==> src/sparse_vector_store_macros.svh <==
// ----------------------------------------------------------------------------
// sparse vector store assertion macros
// shared concurrent assertion forms, clocked on clk and disabled in rst
// ----------------------------------------------------------------------------
`ifndef SPARSE_VECTOR_STORE_MACROS_SVH
`define SPARSE_VECTOR_STORE_MACROS_SVH

// same-cycle implication
`define SVS_ASSERT_IMP(lbl, ante, cons) \
  lbl: assert property (@(posedge clk) disable iff (rst) (ante) |-> (cons)) \
    else $error("svs assertion failed");

// next-cycle implication
`define SVS_ASSERT_NXT(lbl, ante, cons) \
  lbl: assert property (@(posedge clk) disable iff (rst) (ante) |=> (cons)) \
    else $error("svs assertion failed");

`endif

==> src/svs_pkg.sv <==
// ----------------------------------------------------------------------------
// svs_pkg
// constants, codes and types shared by the sparse vector store
// ----------------------------------------------------------------------------
`default_nettype none

package svs_pkg;

  localparam int CAPACITY   = 64;
  localparam int INDEX_BITS = 16;
  localparam int LEN_BITS   = INDEX_BITS + 1;
  localparam int SLOT_BITS  = (CAPACITY > 1) ? $clog2(CAPACITY) : 1;
  localparam int COUNT_BITS = $clog2(CAPACITY + 1);

  localparam logic [LEN_BITS-1:0] LEN_RESET = {1'b1, {INDEX_BITS{1'b0}}};

  localparam logic [63:0] QNAN_BITS   = 64'h7FF8_0000_0000_0000;
  localparam logic [63:0] DEFAULT_NAN = 64'hFFF8_0000_0000_0000;
  // magnitude bits of 1e-30
  localparam logic [62:0] TINY_MAG    = 63'h39B4_484B_FEEB_C2A0;

  typedef enum logic [2:0] {
    OP_GET   = 3'd0,
    OP_SET   = 3'd1,
    OP_INC   = 3'd2,
    OP_CLEAR = 3'd3,
    OP_NEG   = 3'd4
  } op_t;

  typedef enum logic [1:0] {
    STAT_OK   = 2'd0,
    STAT_OOR  = 2'd1,
    STAT_FULL = 2'd2
  } status_t;

  typedef enum logic [2:0] {
    S_IDLE,
    S_SEARCH,
    S_DECIDE,
    S_ADD,
    S_RESP
  } svs_state_t;

  typedef enum logic [2:0] {
    FA_IDLE,
    FA_ALIGN,
    FA_ADD,
    FA_NORM,
    FA_ROUND
  } fa_state_t;

  typedef struct packed {
    logic [INDEX_BITS-1:0] idx;
    logic [63:0]           val;
  } entry_t;

  typedef struct packed {
    logic shift;
    logic neg;
    logic we;
  } cell_ctrl_t;

endpackage

`default_nettype wire

==> src/svs_cell.sv <==
// ----------------------------------------------------------------------------
// svs_cell
// one table slot of the ring: holds an index/value pair, passes it on
// ----------------------------------------------------------------------------
`default_nettype none

module svs_cell (
  input  wire logic                clk,
  input  wire svs_pkg::cell_ctrl_t ctrl,
  input  wire svs_pkg::entry_t     din,
  input  wire svs_pkg::entry_t     nbr,
  output svs_pkg::entry_t          q
);

  // write, rotate or sign flip
  always_ff @(posedge clk) begin
    if (ctrl.we) begin
      q <= din;
    end else if (ctrl.shift) begin
      q <= nbr;
    end else if (ctrl.neg) begin
      q.val <= {~q.val[63], q.val[62:0]};
    end
  end

endmodule

`default_nettype wire

==> config.mk <==
export PLATFORM = sky130hd
export DESIGN_NAME = svs_cell
export DESIGN_NICKNAME = d
export VERILOG_FILES = /design/src/sparse_vector_store_macros.svh /design/src/svs_pkg.sv /design/src/svs_cell.sv
export SDC_FILE = /design/constraint.sdc
export NUM_CORES = 1
export LEC_CHECK = 0
export ABC_CLOCK_PERIOD_IN_PS = 2750
export CORE_AREA = 2 2 95 97
export CTS_CLUSTER_DIAMETER = 120
export DETAILED_ROUTE_END_ITERATION = 10
export DIE_AREA = 0 0 97 99
export DONT_BUFFER_PORTS = 1
export GPL_ROUTABILITY_DRIVEN = 1
export PLACE_DENSITY = 0.65
export SLEW_MARGIN = 20
export SYNTH_ARGS = -nofsm -noshare
export SYNTH_HDL_FRONTEND = slang
export SYNTH_SLANG_ARGS = --single-unit
==> constraint.sdc <==
create_clock -name clk -period 2.75 [get_ports clk]
set_input_delay 0.275 -clock clk [delete_from_list [all_inputs] [get_ports clk]]
set_output_delay 0.275 -clock clk [all_outputs]
set_load 0.05 [all_outputs]
==> metrics.md, run 1 <==
| Metric | Value |
|---|---|
| Outcome | complete, no violations |
| Number of antenna violations at the first check in global routing | 0 |
| Clock latency of the later-clocked register in the worst-skew pair | around 0.34 ns |
| Setup violation total in the final timing report | 0 |
| Layout cell share with drive strength beyond 1 | about a fifth |
| Wirelength, routed | 7120 um |
| Crit share post-route | between 40% and 50% |
| Width of the die | roughly 97 um |
| IO Port Bufs | 0 |
| Startpoint types | flip-flop |
| Arrival @ worst endpoint | 1.05 ns |
| Post-synthesis average cell area | 18.5 sq um |
| Cell count along the critical path | 0 |
| Number of flip-flops under the largest register name | 80 |
| Origin of the critical flop-to-flop path | q[63]$_DFFE_PP_ |
| Worst Reg-to-Reg Cells | 2 |
| Total inserted antenna cells | 0 |
| Global-route wire length before repair | 10100 um |
| End of the critical path | q[1] |
| Layout overhead on the synthesized area | 4.72% |
| Sum Neg Setup Slack | 0 ns |
| Largest net degree at the start of global routing | 85 |
| Number of buffers created by CTS | 9 |
| Unrepaired setup endpoints after global routing | false |
| Starting density of the core | 39.3% |
| Row cnt | 34 |
| Remaining global-route overflow | 0 |
| Critical-path maximum fanout | 1 |
| Crit path required time | ~2.5 ns |
| Mapped cell area | around 3400 sq um |
| Height of the chip | a little under 100 um |
| CTS resizes | 0 |
| Average detailed-routed wire length per instance | ~24 um |
| Share of total power in combinational logic | 4.8% |
| Worst min-delay path category | in2reg |
| Clock transition at the registers of the reported paths | approximately 0.09 ns |
| Slew @ Worst Pin | around 0.68 ns |
| HPWL after detailed placement | 4990 um |
| Net count reported at finish | ~340 |
| Proportion of synthesized chip area in sequential cells | 71.4% |
| Synth unique cells | 13 |
| Psw | ~1 mW |
| Fmax achieved | roughly 0.76 GHz |
| Reported max-cap violation count | 0 |
| Total via count in the routed design | 1774 |
| Starting DRT DRC Count | 40 |
| Final Power | approximately 2.9 mW |
| Endpoint of the most critical register-to-register path | q[63]$_DFFE_PP_ |
| Final-report hold violation count | 0 |
| Flop and latch count out of synthesis | 80 |
| Clock root buffer | sky130_fd_sc_hd__clkbuf_8 |
| DR pass1 iterations | 4 |
| Number of I/O pins | between 200 and 250 |
| Seq pwr share | about 70% |
| Vias in the first global route | ~1.7k |
| Critical setup path kind | reg2out |
| Clk pwr share | approximately 26% |
| Critical path endpoint category | primary output |
| All-layer global routing usage | between 10 and 15% |
| Max rail drop VDD | approximately 270 uV |
| Power Dens Cells | between 800 and 900 nW/um^2 |
| Clock skew | 0 ns |
| Fin crit period | 1.32 ns |
| Leakage dissipation | roughly 1.2 nW |
| Die outline area | between 9000 and 10000 sq um |
| Count of nets left with antenna violations after detail routing | 0 |
| Largest registers ranked by flip-flop count | q: 80 flops |
| Number of warnings reported in the yosys synthesis log | 0 |
| Relative max-transition margin | a little over half |
| DRC viols | 0 |
| Number of clock sinks | 80 |
| Clock tree from TritonCTS | yes |
| # H-tree levels | 3 |
| Internal power | ~1.9 mW |
| Largest Register | q |
| Utilization after layout | around two fifths |
| Gate count after technology mapping | between 150 and 200 |
| Hold-fix buffer count after cts | 0 |
| R2R setup slack | 1.45 ns |
| Final Max Slew Viols | 0 |
| Core Footprint | ~8600 sq um |
| Bufs on Longest Clock Path | 2 |
| Mapped Nets | around 350 |
| Placer congestion estimate | around 0.77 |
| Mean number of vias per cell | ~6.1 |
| CP startpoint | q[1]$_DFFE_PP_ |
| Number of setup buffers added after CTS | 0 |
| Switching Fraction | roughly 35% |
per-stage QoR:
stage                     instances  hold WS, ns  setup slack (ns)  instance area [sq um]
after floorplan                 182        0.476             0.758                   3360
after global placement          277        0.477              1.29                   3360
after detailed placement        277        0.480              1.21                   3360
after CTS                       293        0.106              1.41                   3520
after global routing            293        0.104              1.39                   3520
final                           293        0.127              1.43                   3520
cells by family (layout without fill, tap and decap cells):
group	count (synthesis)	in the layout	share of synthesized area (%)
simple gates	6	6	1.15
flops	80	80	71.4
buf+inv	16	19	5.43
compound gates	64	64	16.7
mux	16	16	5.36
worst min-delay path by stage:
| stage | depth (start not counted) | from | endpoint |
|---|---|---|---|
| after floorplan | 1 | ctrl[1] | q[63]$_DFFE_PP_ |
| final | 1 | nbr[61] | q[61]$_DFFE_PP_ |
| after global routing | 1 | nbr[30] | q[30]$_DFFE_PP_ |
| after global placement | 1 | nbr[44] | q[44]$_DFFE_PP_ |
| after CTS | 1 | nbr[57] | q[57]$_DFFE_PP_ |
| after detailed placement | 1 | nbr[48] | q[48]$_DFFE_PP_ |
layout by cell type (no fill, tap or decap), drive strengths merged:
cell type	instances
nor2b	1
or3	1
inv	1
o31a	1
nand2b	1
a22o	63
edfxtp	80
buf	3
nor2	1
clkinv	2
and2	1
or2	1
mux2	16
clkbuf	11
clkinvlp	2
area by class of cell:
class	instances	area (sq um)
multi-input cells	86	787
flip-flops and latches	80	2400
fillers	768	5030
clock buffers	11	131
repair buffers	3	35.0
clock inverters	5	32.5
well taps	108	135
cell usage after synthesis:
cell	instances	area, sq um
sky130_fd_sc_hd__edfxtp_1	80	2400
sky130_fd_sc_hd__nor2_1	1	3.75
sky130_fd_sc_hd__a22o_1	63	552
sky130_fd_sc_hd__nand2b_1	1	6.26
sky130_fd_sc_hd__and2_2	1	7.51
sky130_fd_sc_hd__or3_1	1	6.26
sky130_fd_sc_hd__or2_2	1	6.26
sky130_fd_sc_hd__nor2b_2	1	8.76
sky130_fd_sc_hd__buf_6	2	22.5
sky130_fd_sc_hd__buf_2	8	40.0
sky130_fd_sc_hd__o31a_1	1	8.76
sky130_fd_sc_hd__mux2_2	16	180
sky130_fd_sc_hd__buf_12	6	120
power by group through the flow:
stage / Combinational [mW] / Sequential [mW] / Clock [mW]
2_1_floorplan: 0.150 / 2.03 / 0
3_3_place_gp: 0.135 / 2.05 / 0
3_5_place_dp: 0.145 / 2.06 / 0
4_1_cts: 0.145 / 2.03 / 0.781
5_1_grt: 0.156 / 2.04 / 0.847
6_report: 0.141 / 2.03 / 0.757
routing by layer:
metal	vias up	part of all wire, %	GRT usage [%]
met4	0	2.1	7.04
met3	13	9.4	4.75
met2	145	51	23.5
met5	-	0	0
met1	859	37	16.3
li1	757	-	-
(Power assumes the default switching activity.)
==> inputs of run 2 (changes only) <==
- ABC_AREA: not set -> 1
- ABC_CLOCK_PERIOD_IN_PS: 2750 -> 1290
- PLACE_DENSITY: 0.65 -> 0.67
- clock period: 2.75 -> 1.29 ns (I/O delays scaled with it)
==> run 2 against run 1 <==
  * The run now fails in clock tree synthesis (4_1_cts)
  * Synthesized cell count up 93%
  * Synthesized area up 6.3%
==> metrics.md, run 2 <==
| Metric | Value |
|---|---|
| Number of clock sinks | 80 |
| Number of setup buffers added after CTS | 0 |
| Area contributors post-synth | sky130_fd_sc_hd__edfxtp_1 67%, sky130_fd_sc_hd__nand2_1 19%, sky130_fd_sc_hd__nand3_1 9.1%, sky130_fd_sc_hd__buf_4 2.5%, sky130_fd_sc_hd__buf_2 1.3% |
| Tool error message | [ERROR RSZ-0060] Max buffer count reached. |
| Area share of the largest cell type after synthesis | between 60% and 70% |
| Height of the chip | slightly below 100 um |
| Synth unique cells | 10 |
| Post-synthesis average cell area | around 10 sq um |
| IO Port Bufs | 0 |
| Gate count after technology mapping | ~350 |
| Starting density of the core | a little over two fifths |
| Mapped Nets | a little over 500 |
| Prevailing post-synth register cell | sky130_fd_sc_hd__edfxtp_1 |
| Row cnt | 34 |
| Ys async rst share | 0% |
| Most used standard cells in the synthesized netlist | 177 x sky130_fd_sc_hd__nand2_1, 80 x sky130_fd_sc_hd__edfxtp_1, 65 x sky130_fd_sc_hd__nand3_1 |
| Number of warnings reported in the yosys synthesis log | 0 |
| Bufs on Longest Clock Path | 2 |
| Outcome | aborted with a tool error |
| Hold-fix buffer count after cts | roughly 100 |
| Terminating stage of the flow | clock tree synthesis (4_1_cts) |
| Top cell type by total area after synthesis | sky130_fd_sc_hd__edfxtp_1 |
| Number of I/O pins | around 240 |
| # H-tree levels | 3 |
| Clock root buffer | sky130_fd_sc_hd__clkbuf_8 |
| Number of enable-type register cells in the synthesized netlist | 80 |
| Flop and latch count out of synthesis | 80 |
| Number of buffers created by CTS | 9 |
| Most common cell in the netlist | sky130_fd_sc_hd__nand2_1 |
| Placed cells | 438 |
| Worst slack at placement | between 0.3 and 0.4 ns |
| Width of the die | between 90 and 100 um |
| Proportion of synthesized chip area in sequential cells | roughly two thirds |
| HPWL after detailed placement | 5670 um |
| Placer congestion estimate | approximately 0.82 |
| CTS resizes | 0 |
| Mapped cell area | around 3600 sq um |
| Instance area after placement | ~3600 sq um |
run 2: cell types whose count changed after synthesis, sizes merged, moves of 4 or more:
cell	before	now
a22o	63	0
buf	16	23
inv	0	4
mux2	16	0
nand2	0	177
nand3	0	65
run 2: stage by stage:
| step | setup TNS [ns] | utilization [%] | hold slack (ns) |
|---|---|---|---|
| after detailed placement | 0 | 42.1 | 0.313 |
| after floorplan | -49.82 | - | 0.308 |
| after global placement | 0 | 42.1 | 0.310 |
run 2: kinds of logic after synthesis:
family | share of synthesized area [%]
buffers and inverters | 5.07
and+or+nand+nor | 27.8
DFF | 67.2
==> inputs of run 3 (changes only) <==
- CORE_AREA: 2 2 95 97 -> not set
- CORE_MARGIN: not set -> 2
- CORE_UTILIZATION: not set -> 30
- CTS_CLUSTER_DIAMETER: 120 -> not set
- DIE_AREA: 0 0 97 99 -> not set
- PLACE_DENSITY: 0.67 -> not set
- PLACE_DENSITY_LB_ADDON: not set -> 0.15
==> run 3 against run 2 <==
  * The flow again stops in clock tree synthesis (4_1_cts)
  * Synthesized area stayed put
  * Synthesized cell count stayed put
==> metrics.md, run 3 <==
| Metric | Value |
|---|---|
| Outcome | aborted with a tool error |
| Terminating stage of the flow | clock tree synthesis (4_1_cts) |
| Tool error message | [ERROR RSZ-0060] Max buffer count reached. |
| Height of the chip | between 100 and 150 um |
| Proportion of synthesized chip area in sequential cells | 67.2% |
| Gate count after technology mapping | between 300 and 400 |
| Number of enable-type register cells in the synthesized netlist | 80 |
| Number of warnings reported in the yosys synthesis log | 0 |
| Ys async rst share | 0% |
| Worst slack at placement | 0.253 ns |
| Number of setup buffers added after CTS | 0 |
| IO Port Bufs | 0 |
| Number of I/O pins | roughly 240 |
| CTS resizes | 0 |
| Number of clock sinks | 80 |
| Area share of the largest cell type after synthesis | between 60% and 70% |
| Clock root buffer | sky130_fd_sc_hd__clkbuf_16 |
| # H-tree levels | 3 |
| Mapped Nets | roughly 500 |
| Most common cell in the netlist | sky130_fd_sc_hd__nand2_1 |
| Placer congestion estimate | 0.784 |
| Width of the die | 113 um |
| Prevailing post-synth register cell | sky130_fd_sc_hd__edfxtp_1 |
| Starting density of the core | between 30 and 40% |
| Flop and latch count out of synthesis | 80 |
| Top cell type by total area after synthesis | sky130_fd_sc_hd__edfxtp_1 |
| Row cnt | 39 |
| Area contributors post-synth | sky130_fd_sc_hd__edfxtp_1 67%, sky130_fd_sc_hd__nand2_1 19%, sky130_fd_sc_hd__nand3_1 9.1%, sky130_fd_sc_hd__buf_4 2.5%, sky130_fd_sc_hd__buf_2 1.3% |
| Synth unique cells | 10 |
| Number of buffers created by CTS | 9 |
| HPWL after detailed placement | about 5700 um |
| Hold-fix buffer count after cts | between 100 and 150 |
| Most used standard cells in the synthesized netlist | 177 x sky130_fd_sc_hd__nand2_1, 80 x sky130_fd_sc_hd__edfxtp_1, 65 x sky130_fd_sc_hd__nand3_1 |
| Post-synthesis average cell area | 10.2 sq um |
| Mapped cell area | approximately 3600 sq um |
| Bufs on Longest Clock Path | 2 |
==> run 3: cell counts after synthesis <==
Identical to the previous run, type by type.
==> run 3: through the flow <==
| step | hold slack [ns] | util (%) | cells | instance area, sq um |
|---|---|---|---|---|
| after detailed placement | 0.313 | 31.6 | 473 | 3640 |
| after floorplan | 0.308 | - | 351 | 3600 |
| after global placement | 0.311 | 31.6 | 473 | 3640 |
==> run 3: cell families after synthesis <==
| group | after synthesis | synth area share, % |
|---|---|---|
| buffers and inverters | 28 | 5.07 |
| and+or+nand+nor | 243 | 27.8 |
| DFF | 80 | 67.2 |
