**config.mk**
```make
export PLATFORM = sky130hd
export DESIGN_NAME = svs_fadd
export DESIGN_NICKNAME = d
export VERILOG_FILES = /design/src/sparse_vector_store_macros.svh /design/src/svs_pkg.sv /design/src/svs_fadd.sv
export SDC_FILE = /design/constraint.sdc
export NUM_CORES = 1
export LEC_CHECK = 0
export ABC_AREA = 1
export BUFFER_PORTS_ARGS = -buffer_cell sky130_fd_sc_hd__buf_2
export CAP_MARGIN = 20
export CORE_UTILIZATION = 38
export DETAILED_ROUTE_END_ITERATION = 12
export GPL_TIMING_DRIVEN = 0
export HOLD_SLACK_MARGIN = 0.12
export PLACE_DENSITY_LB_ADDON = 0.15
export SLEW_MARGIN = 20
export SYNTH_ARGS = -nofsm -noshare
export SYNTH_HDL_FRONTEND = slang
export SYNTH_SLANG_ARGS = --single-unit
export TNS_END_PERCENT = 30
```
**constraint.sdc**
```tcl
create_clock -name clk -period 11.85 [get_ports clk]
set_input_delay 1.185 -clock clk [delete_from_list [all_inputs] [get_ports clk]]
set_output_delay 1.185 -clock clk [all_outputs]
set_load 0.05 [all_outputs]
```
**src/sparse_vector_store_macros.svh**
```systemverilog
// ----------------------------------------------------------------------------
// sparse vector store assertion macros
// shared concurrent assertion forms, clocked on clk and disabled in rst
// ----------------------------------------------------------------------------
`ifndef SPARSE_VECTOR_STORE_MACROS_SVH
`define SPARSE_VECTOR_STORE_MACROS_SVH

// same-cycle implication
`define SVS_ASSERT_IMP(lbl, ante, cons) \
  lbl: assert property (@(posedge clk) disable iff (rst) (ante) |-> (cons)) \
    else $error("svs assertion failed");

// next-cycle implication
`define SVS_ASSERT_NXT(lbl, ante, cons) \
  lbl: assert property (@(posedge clk) disable iff (rst) (ante) |=> (cons)) \
    else $error("svs assertion failed");

`endif

```
**src/svs_pkg.sv**
```systemverilog
// ----------------------------------------------------------------------------
// svs_pkg
// constants, codes and types shared by the sparse vector store
// ----------------------------------------------------------------------------
`default_nettype none

package svs_pkg;

  localparam int CAPACITY   = 64;
  localparam int INDEX_BITS = 16;
  localparam int LEN_BITS   = INDEX_BITS + 1;
  localparam int SLOT_BITS  = (CAPACITY > 1) ? $clog2(CAPACITY) : 1;
  localparam int COUNT_BITS = $clog2(CAPACITY + 1);

  localparam logic [LEN_BITS-1:0] LEN_RESET = {1'b1, {INDEX_BITS{1'b0}}};

  localparam logic [63:0] QNAN_BITS   = 64'h7FF8_0000_0000_0000;
  localparam logic [63:0] DEFAULT_NAN = 64'hFFF8_0000_0000_0000;
  // magnitude bits of 1e-30
  localparam logic [62:0] TINY_MAG    = 63'h39B4_484B_FEEB_C2A0;

  typedef enum logic [2:0] {
    OP_GET   = 3'd0,
    OP_SET   = 3'd1,
    OP_INC   = 3'd2,
    OP_CLEAR = 3'd3,
    OP_NEG   = 3'd4
  } op_t;

  typedef enum logic [1:0] {
    STAT_OK   = 2'd0,
    STAT_OOR  = 2'd1,
    STAT_FULL = 2'd2
  } status_t;

  typedef enum logic [2:0] {
    S_IDLE,
    S_SEARCH,
    S_DECIDE,
    S_ADD,
    S_RESP
  } svs_state_t;

  typedef enum logic [2:0] {
    FA_IDLE,
    FA_ALIGN,
    FA_ADD,
    FA_NORM,
    FA_ROUND
  } fa_state_t;

  typedef struct packed {
    logic [INDEX_BITS-1:0] idx;
    logic [63:0]           val;
  } entry_t;

  typedef struct packed {
    logic shift;
    logic neg;
    logic we;
  } cell_ctrl_t;

endpackage

`default_nettype wire

```
**src/svs_fadd.sv**
```systemverilog
// ----------------------------------------------------------------------------
// svs_fadd
// multi-cycle binary64 adder, round to nearest even, one-bit normalise steps
// ----------------------------------------------------------------------------
`default_nettype none

module svs_fadd (
  input  wire logic        clk,
  input  wire logic        rst,
  input  wire logic        start,
  input  wire logic [63:0] a,
  input  wire logic [63:0] b,
  output logic             done,
  output logic [63:0]      sum
);

  svs_pkg::fa_state_t state, state_next;

  logic        spec;
  logic [63:0] sres;
  logic        sub, rsign, zsign;
  logic [11:0] ex;
  logic [11:0] shamt;
  logic [52:0] bsig, ssig;
  logic [55:0] smv;
  logic [56:0] r;

  // unpack terms
  logic        a_nan, b_nan, a_inf, b_inf, a_big;
  logic [63:0] bg, sm;
  // align terms
  logic [111:0] tmp;
  logic         sticky;
  // round terms
  logic         up;
  logic [53:0]  m54;
  logic [52:0]  mant;
  logic [11:0]  e2;

  always_comb begin
    a_nan = (&a[62:52]) && (|a[51:0]);
    b_nan = (&b[62:52]) && (|b[51:0]);
    a_inf = (&a[62:52]) && !(|a[51:0]);
    b_inf = (&b[62:52]) && !(|b[51:0]);
    a_big = a[62:0] >= b[62:0];
    bg    = a_big ? a : b;
    sm    = a_big ? b : a;
  end

  always_comb begin
    tmp    = {ssig, 3'b000, 56'd0} >> shamt;
    sticky = (shamt > 12'd55) ? (|ssig) : (|tmp[55:0]);
  end

  always_comb begin
    up  = r[2] & (r[1] | r[0] | r[3]);
    m54 = {1'b0, r[55:3]} + {53'd0, up};
    if (m54[53]) begin
      mant = m54[53:1];
      e2   = ex + 12'd1;
    end else begin
      mant = m54[52:0];
      e2   = ex;
    end
  end

  // next state
  always_comb begin
    state_next = state;
    case (state)
      svs_pkg::FA_IDLE:  if (start) state_next = svs_pkg::FA_ALIGN;
      svs_pkg::FA_ALIGN: state_next = svs_pkg::FA_ADD;
      svs_pkg::FA_ADD:   state_next = svs_pkg::FA_NORM;
      svs_pkg::FA_NORM: begin
        if (spec || r == 57'd0) begin
          state_next = svs_pkg::FA_IDLE;
        end else if (r[56] || r[55] || ex <= 12'd1) begin
          state_next = svs_pkg::FA_ROUND;
        end
      end
      svs_pkg::FA_ROUND: state_next = svs_pkg::FA_IDLE;
      default:           state_next = svs_pkg::FA_IDLE;
    endcase
  end

  // control state
  always_ff @(posedge clk) begin
    if (rst) begin
      state <= svs_pkg::FA_IDLE;
      done  <= 1'b0;
    end else begin
      state <= state_next;
      done  <= (state == svs_pkg::FA_ROUND) ||
               (state == svs_pkg::FA_NORM && (spec || r == 57'd0));
    end
  end

  // datapath
  always_ff @(posedge clk) begin
    case (state)
      svs_pkg::FA_IDLE: begin
        if (start) begin
          spec  <= a_nan || b_nan || a_inf || b_inf;
          if (a_nan) begin
            sres <= {a[63:52], 1'b1, a[50:0]};
          end else if (b_nan) begin
            sres <= {b[63:52], 1'b1, b[50:0]};
          end else if (a_inf && b_inf && (a[63] != b[63])) begin
            sres <= svs_pkg::DEFAULT_NAN;
          end else if (a_inf) begin
            sres <= a;
          end else begin
            sres <= b;
          end
          ex    <= (bg[62:52] == 11'd0) ? 12'd1 : {1'b0, bg[62:52]};
          shamt <= ((bg[62:52] == 11'd0) ? 12'd1 : {1'b0, bg[62:52]}) -
                   ((sm[62:52] == 11'd0) ? 12'd1 : {1'b0, sm[62:52]});
          bsig  <= {|bg[62:52], bg[51:0]};
          ssig  <= {|sm[62:52], sm[51:0]};
          sub   <= a[63] ^ b[63];
          rsign <= bg[63];
          zsign <= a[63] & b[63];
        end
      end
      svs_pkg::FA_ALIGN: begin
        smv <= tmp[111:56] | {55'd0, sticky};
      end
      svs_pkg::FA_ADD: begin
        r <= sub ? ({1'b0, bsig, 3'b000} - {1'b0, smv})
                 : ({1'b0, bsig, 3'b000} + {1'b0, smv});
      end
      svs_pkg::FA_NORM: begin
        if (spec) begin
          sum <= sres;
        end else if (r == 57'd0) begin
          sum <= {zsign, 63'd0};
        end else if (r[56]) begin
          r  <= {1'b0, r[56:2], r[1] | r[0]};
          ex <= ex + 12'd1;
        end else if (!r[55] && ex > 12'd1) begin
          r  <= {r[55:0], 1'b0};
          ex <= ex - 12'd1;
        end
      end
      svs_pkg::FA_ROUND: begin
        if (e2 >= 12'd2047) begin
          sum <= {rsign, 11'h7FF, 52'd0};
        end else begin
          sum <= {rsign, (mant[52] ? e2[10:0] : 11'd0), mant[51:0]};
        end
      end
      default: begin
      end
    endcase
  end

endmodule

`default_nettype wire

```
==> results of run 1 <==
synth_stat cells (all sizes together), types with 19 or more instances:
master | count | area share
o221ai | 37 | 0.010
xor2 | 88 | 0.025
clkbuf | 139 | 0.016
nand3 | 417 | 0.066
o21a | 21 | 0.0049
o31ai | 27 | 0.0064
a21oi | 244 | 0.038
ha | 186 | 0.073
buf | 49 | 0.0073
nand4 | 75 | 0.015
o21bai | 29 | 0.0068
o22ai | 70 | 0.014
nor3 | 65 | 0.011
inv | 580 | 0.068
o21ai | 341 | 0.054
edfxtp | 375 | 0.35
nand2 | 1156 | 0.14
a31oi | 22 | 0.0043
nor2 | 379 | 0.045
o211ai | 19 | 0.0045
nor4 | 53 | 0.011
worst max-delay path: cells and delay by family:
family / cells / cell delay (ns)
and+or+nand+nor: 11 / 1.57
AOI/OAI and AO/OA: 8 / 2.19
buffers and inverters: 7 / 1.18
adders and majority gates: 3 / 0.95
xor gates and xnor gates: 1 / 0.09
power groups by stage:
stage	clock [mW]	sequential (mW)	combinational [mW]
final	1.50	1.83	2.42
after global routing	1.56	1.84	2.60
after CTS	1.51	1.82	2.35
after detailed placement	0	1.85	2.34
after global placement	0	1.89	2.32
after floorplan	0	1.81	1.45
routing by layer:
layer | track usage | wire length [µm]
met5 | 0 | 13
met1 | 0.4711 | 64240
met2 | 0.5497 | 67810
met3 | 0.05389 | 13380
met4 | 0.1692 | 8850
logic make-up (layout without fill, tap and decap cells):
| family | count (synthesis) | after routing | share of synthesized area |
|---|---|---|---|
| simple gates | 2164 | 2164 | 0.2876 |
| compound gates | 885 | 885 | 0.1627 |
| buf+inv | 773 | 1064 | 0.09261 |
| flops | 379 | 379 | 0.3557 |
| fa+ha+maj | 188 | 188 | 0.07425 |
| xor+xnor | 93 | 93 | 0.02614 |
| mux | 3 | 3 | 0.0009811 |
| other cells | 0 | 10 | 0 |
layout make-up:
class                      instances  area [µm²]  share of cell area
multi-input combinational       3333       17630              0.4881
antenna                           10       25.02           0.0006927
buffer                           188       754.5             0.02089
inverter                         585        2198             0.06086
tap                             1070        1339             0.03706
timing repair buffer             208        1239             0.03429
clock inverter                    28       432.9             0.01198
clock buffer                      55        1164             0.03221
sequential                       379       11340              0.3139
flip-flops by register name, indices dropped and copies added, names as in the netlist:
name   count
sres      64
ssig      53
done       1
shamt     12
rsign      1
spec       1
ex        12
sum       64
sub        1
smv       56
bsig      53
zsign      1
r         57
state      3
path summary, 6_finish.rpt:
path,end,slack (ns),start
worst max-delay path,shamt[10],5.01,b[54]
worst min-delay path,sum[60],0.53,sres[60]
worst max register to register,smv[0],7.76,shamt[10]
worst min register to register,sum[60],0.53,sres[60]
metrics by stage:
stage	cell area, µm²	utilization	worst slack (ns)
after floorplan	31880	-	1.790
after global placement	34200	0.4145	-2.560
after detailed placement	34500	0.4182	4.765
after CTS	36100	0.4375	5.401
after global routing	36110	0.4377	4.670
final	36120	0.4378	5.013
==> flow_summary_export.csv, run 1 <==
group,metric,value,unit
routing,drtAntennaViolNets,0,
timing,hold_violations,0,
finish,final_layout_size_suffix_gt1_frac,0.07224,
die,die_h,291.7,µm
die,coreArea,82500,µm²
setup_path,r2r_cells,20,
routing,vias,34052,
global_route,grt_first_pass_wirelength,216.1,mm
timing,setup_viol,0,
die,ios,196,
cts,cts_tree,"built",
flow_run,maxCapViolCount,0,
cts,clk_pin_slew_worst_paths,0.06,ns
run_status,status,"completed",
placement,io_buffers,195,
yosys,yosys.cell_types.count,67,
finish,layout.nets,5059,
global_route,antenna_found_initial,17,
power,seq_power_share,0.318,
setup_path,path_max_fanout,10,
finish,area_growth,13.30,%
routing,firstDrtPassIters,7,
timing,max_freq,0.1463,GHz
timing,worst_pin_slew,1.257,ns
setup_path,required,12.21,ns
timing,finalSetupTns,0,ns
cts,cts_root_buf,"clkbuf_16",
timing,fin_crit,6.837,ns
yosys,synth_edf_count,375,
global_route,grt_use_total,0.3506,
timing,finalClockSkew,0.04728,ns
finish,finalNonFillerCells,5856,
finish,final_common_cell,"nand2_1",
setup_path,cp.arrival,7.20,ns
power,peakVddDrop,0.1250,mV
timing,rsz0062_at_grt,"no",
yosys,yosysSeqAreaShare,0.3557,
finish,mostFrequentLayoutCells,"1,153 x nand2_1, 560 x inv_1, 414 x nand3_1",
die,dieArea,85070,µm²
routing,drt_iter0_markers,4194,
die,initial_core_util,0.3864,
cts,clk_path_buf_depth,3,
routing,totalWireLength,154.3,mm
min_path,worstHoldPathCells,2,
setup_path,path_class,"in -> reg",
setup_path,critPathCaptureType,"register",
yosys,ys.flop_type,"edfxtp_1",
cts,numCtsBuffers,45,
power,power.density,159.2,nW/µm²
timing,relSlewSlack,0.1530,
cts,clk_latency,0.62,ns
yosys,postSynthCellCount,4485,
min_path,hold_path_class,"reg -> reg",
cts,numClockSinks,379,
power,p_sw_frac,0.4399,
routing,wl_per_cell,26.35,µm
yosys,synth_warnings,0,
power,leakage,15.98,nW
placement,place_hpwl,130.6,mm
power,p_switching,2.530,mW
routing,drc_errors,0,
placement,gp_congestion,1.080,
cts,cts.repair.resized,0,
die,die_w,291.7,µm
setup_path,cp-start-kind,"primary input",
global_route,grt_pass1_vias,31381,
timing,finalCritPeriodShare,0.5769,
yosys,ys_ff_latch,379,
cts,postCtsSetupRepairBufs,0,
timing,drv_slew,0,
power,comb_power_share,0.421,
yosys,syn_avg_cell_area,7.109,µm²
global_route,grt_overflow,0,
yosys,synthArstFlopShare,0,
timing,hold_ws,0.5288,ns
global_route,grt_max_degree,41,
cts,cts_htree_levels,2,
power,clkPwrFrac,0.261,
finish,fillers,8743,
routing,vias_per_cell,5.815,
yosys,syn_nets,4804,
die,rows,105,
setup_path,slowest_delay,0.86,ns
placement,place_inst,5763,
yosys,synth_area,31880,µm²
cts,cts_hold_buffers,0,
setup_path,slowest_stage,"o21ai_0",
power,internal_power,3.222,mW
power,finalPower,5.752,mW
No activity file was read; power rests on OpenSTA's default activity.
==> run 2: changes to the inputs <==
Settings changed: ABC_AREA 1 to 0.
Clock period 11.85 ns to 5.92 ns, I/O delays scaled along.
==> flow_summary_export.csv, run 2 <==
group,metric,value,unit
setup_path,required,6.39,ns
global_route,grt_use_total,0.3586,
yosys,yosys.area.top_type_share,0.3537,
cts,clk_pin_slew_worst_paths,0.06,ns
power,leakage,13.78,nW
finish,fin_util,0.4402,
die,die_w,291.4,µm
global_route,grt_pass1_vias,29403,
cts,cts_root_buf,"clkbuf_16",
die,coreArea,82500,µm²
cts,numCtsBuffers,47,
cts,cts_tree,"built",
power,peakVddDrop,0.2329,mV
cts,clk_latency,0.63,ns
finish,final_layout_size_suffix_gt1_frac,0.1406,
setup_path,r2r-start,"shamt[2]",
timing,worst_pin_slew,1.297,ns
timing,finalCritPeriodShare,0.9570,
finish,fillers,8288,
yosys,synth_commonest_cells,"375 x edfxtp_1, 322 x nand2_1, 306 x nor2_1",
routing,drc_errors,0,
die,ios,196,
finish,area_growth,14.07,%
timing,rsz0062_at_grt,"no",
min_path,hold_end,"done",
timing,hold_violations,0,
global_route,grt_first_pass_wirelength,219.6,mm
finish,finalNonFillerCells,4951,
min_path,hold_path_class,"in -> reg",
global_route,grt_overflow,0,
placement,place_inst,4860,
routing,drt_iter0_markers,3975,
die,die_h,291.4,µm
finish,final_common_cell,"edfxtp_1",
routing,firstDrtPassIters,7,
die,dieArea,84940,µm²
setup_path,cp.arrival,6.14,ns
yosys,synth_warnings,0,
global_route,antenna_found_initial,5,
yosys,yosysMostFrequentCell,"edfxtp_1",
placement,place_hpwl,124.6,mm
setup_path,rr_endpoint,"smv[0]",
routing,wl_per_cell,31.75,µm
placement,io_buffers,195,
min_path,worstHoldPathCells,2,
yosys,syn_avg_cell_area,8.950,µm²
timing,relSlewSlack,0.1279,
timing,fin_crit,5.666,ns
yosys,yosysSeqAreaShare,0.3562,
yosys,ys.flop_type,"edfxtp_1",
global_route,grt_max_degree,52,
cts,numClockSinks,379,
placement,gp_congestion,1.019,
flow_run,maxCapViolCount,0,
finish,multiInputGateArea,18750,µm²
timing,finalClockSkew,0.03584,ns
cts,cts_htree_levels,2,
power,power.density,298.7,nW/µm²
timing,setup_viol,0,
yosys,synthArstFlopShare,0,
finish,layout.nets,4158,
yosys,synth_area,31840,µm²
setup_path,critPathCaptureType,"register",
run_status,status,"completed",
cts,cts.repair.resized,1,
yosys,synth_area_leaders,"edfxtp_1 35%, ha_1 7.3%, a21oi_1 3.9%",
finish,mostFrequentLayoutCells,"375 x edfxtp_1, 321 x nand2_1, 306 x nor2_1",
setup_path,cp-start-kind,"primary input",
yosys,postSynthCellCount,3557,
cts,postCtsSetupRepairBufs,0,
setup_path,path_class,"in -> reg",
timing,hold_ws,0.1854,ns
yosys,synth_top_area_cell,"edfxtp_1",
cts,clk_path_buf_depth,3,
die,rows,105,
routing,vias,31834,
yosys,syn_nets,3876,
yosys,yosys.cell_types.count,99,
setup_path,rrSetupSlack,0.62,ns
finish,seq_area,11340,µm²
routing,vias_per_cell,6.430,
min_path,holdCritStartpoint,"rst",
setup_path,r2r_cells,12,
yosys,synth_edf_count,375,
setup_path,path_max_fanout,10,
routing,totalWireLength,157.2,mm
cts,cts_hold_buffers,0,
power,finalPower,10.85,mW
timing,max_freq,0.1765,GHz
timing,drv_slew,0,
yosys,ys_ff_latch,379,
routing,drtAntennaViolNets,0,
finish,largest_registers,"sres: 64 flops, sum: 64 flops, r: 57 flops",
die,initial_core_util,0.3859,
run 2: cell count changes after synthesis, moves of 68 or more:
cell	previous run	this run
nand3_1	415	66
mux2i_1	2	85
nand2_1	1153	322
o21ai_0	313	200
inv_1	560	207
mux2_2	1	89
xnor2_1	5	73
run 2: worst max path at each step:
stage	start	endpoint	slack, ns	cells past startpoint
after detailed placement	b[25]	shamt[11]	-0.59	24
final	b[8]	shamt[11]	0.25	27
after global placement	start	ex[4]	-5.22	3
after global routing	b[8]	shamt[11]	0.05	27
after CTS	b[25]	shamt[11]	0.20	24
after floorplan	start	ex[0]	-1.67	2
run 2: area by class of cell:
cell class                      count  area share
Multi-Input combinational cell   2721      0.5164
Buffer                            247     0.02949
Timing Repair Buffer              233     0.03938
Tap cell                         1070     0.03687
Clock buffer                       49     0.03259
Antenna cell                        6   0.0004135
Inverter                          210     0.02171
Clock inverter                     36     0.01085
Sequential cell                   379      0.3123
run 2: metrics by stage:
stage	setup TNS (ns)	worst slack (ns)	cell area [µm²]
after detailed placement	-1.874	-0.5893	34690
final	0	0.2545	36310
after global placement	-1162.60	-5.221	34170
after global routing	0	0.04552	36300
after floorplan	-249.53	-1.671	31850
after CTS	0	0.1994	36280
run 2: cells by family after synthesis:
logic type	Yosys count	share of synthesized area
and+or+nand+nor	1148	0.1763
AOI/OAI and AO/OA	1064	0.2249
buffers and inverters	457	0.05836
DFF	379	0.3562
muxes	209	0.07908
adders and majority gates	188	0.07436
xor gates and xnor gates	112	0.03081
run 2: worst max-delay path, cell delays in order:
cell and delay (ns):
buf_2 0.20, inv_1 0.09, ha_1 0.30, a21o_1 0.16
a21o_1 0.17, a21o_1 0.17, a211oi_1 0.22, o21ai_0 0.14
a21oi_1 0.21, o211ai_1 0.18, a221oi_1 0.46, o21ai_1 0.16
clkbuf_2 0.28, buf_2 0.30, mux2i_1 0.33, ha_1 0.29
nor2b_1 0.12, o21ai_0 0.21, a21boi_0 0.15, o21ai_0 0.23
a21boi_0 0.15, o21ai_0 0.25, a21boi_0 0.15, o21ai_0 0.17
nand2b_1 0.11, a21o_1 0.19, a21oi_1 0.15
run 2: routing by layer:
layer / GRT usage / vias up / routed length [µm]
met5: 0 / - / 18
met4: 0.1716 / 4 / 9516
met3: 0.06635 / 441 / 14800
met2: 0.5588 / 1993 / 68360
met1: 0.4784 / 15432 / 64490
li1: - / 13964 / -
run 2: where the power goes:
part           total, mW  leakage [nW]  internal, mW  switching [mW]
Combinational       4.15          9.47          1.35            2.80
Sequential          3.72          3.55          3.35           0.368
Clock               2.98         0.769          1.70            1.28
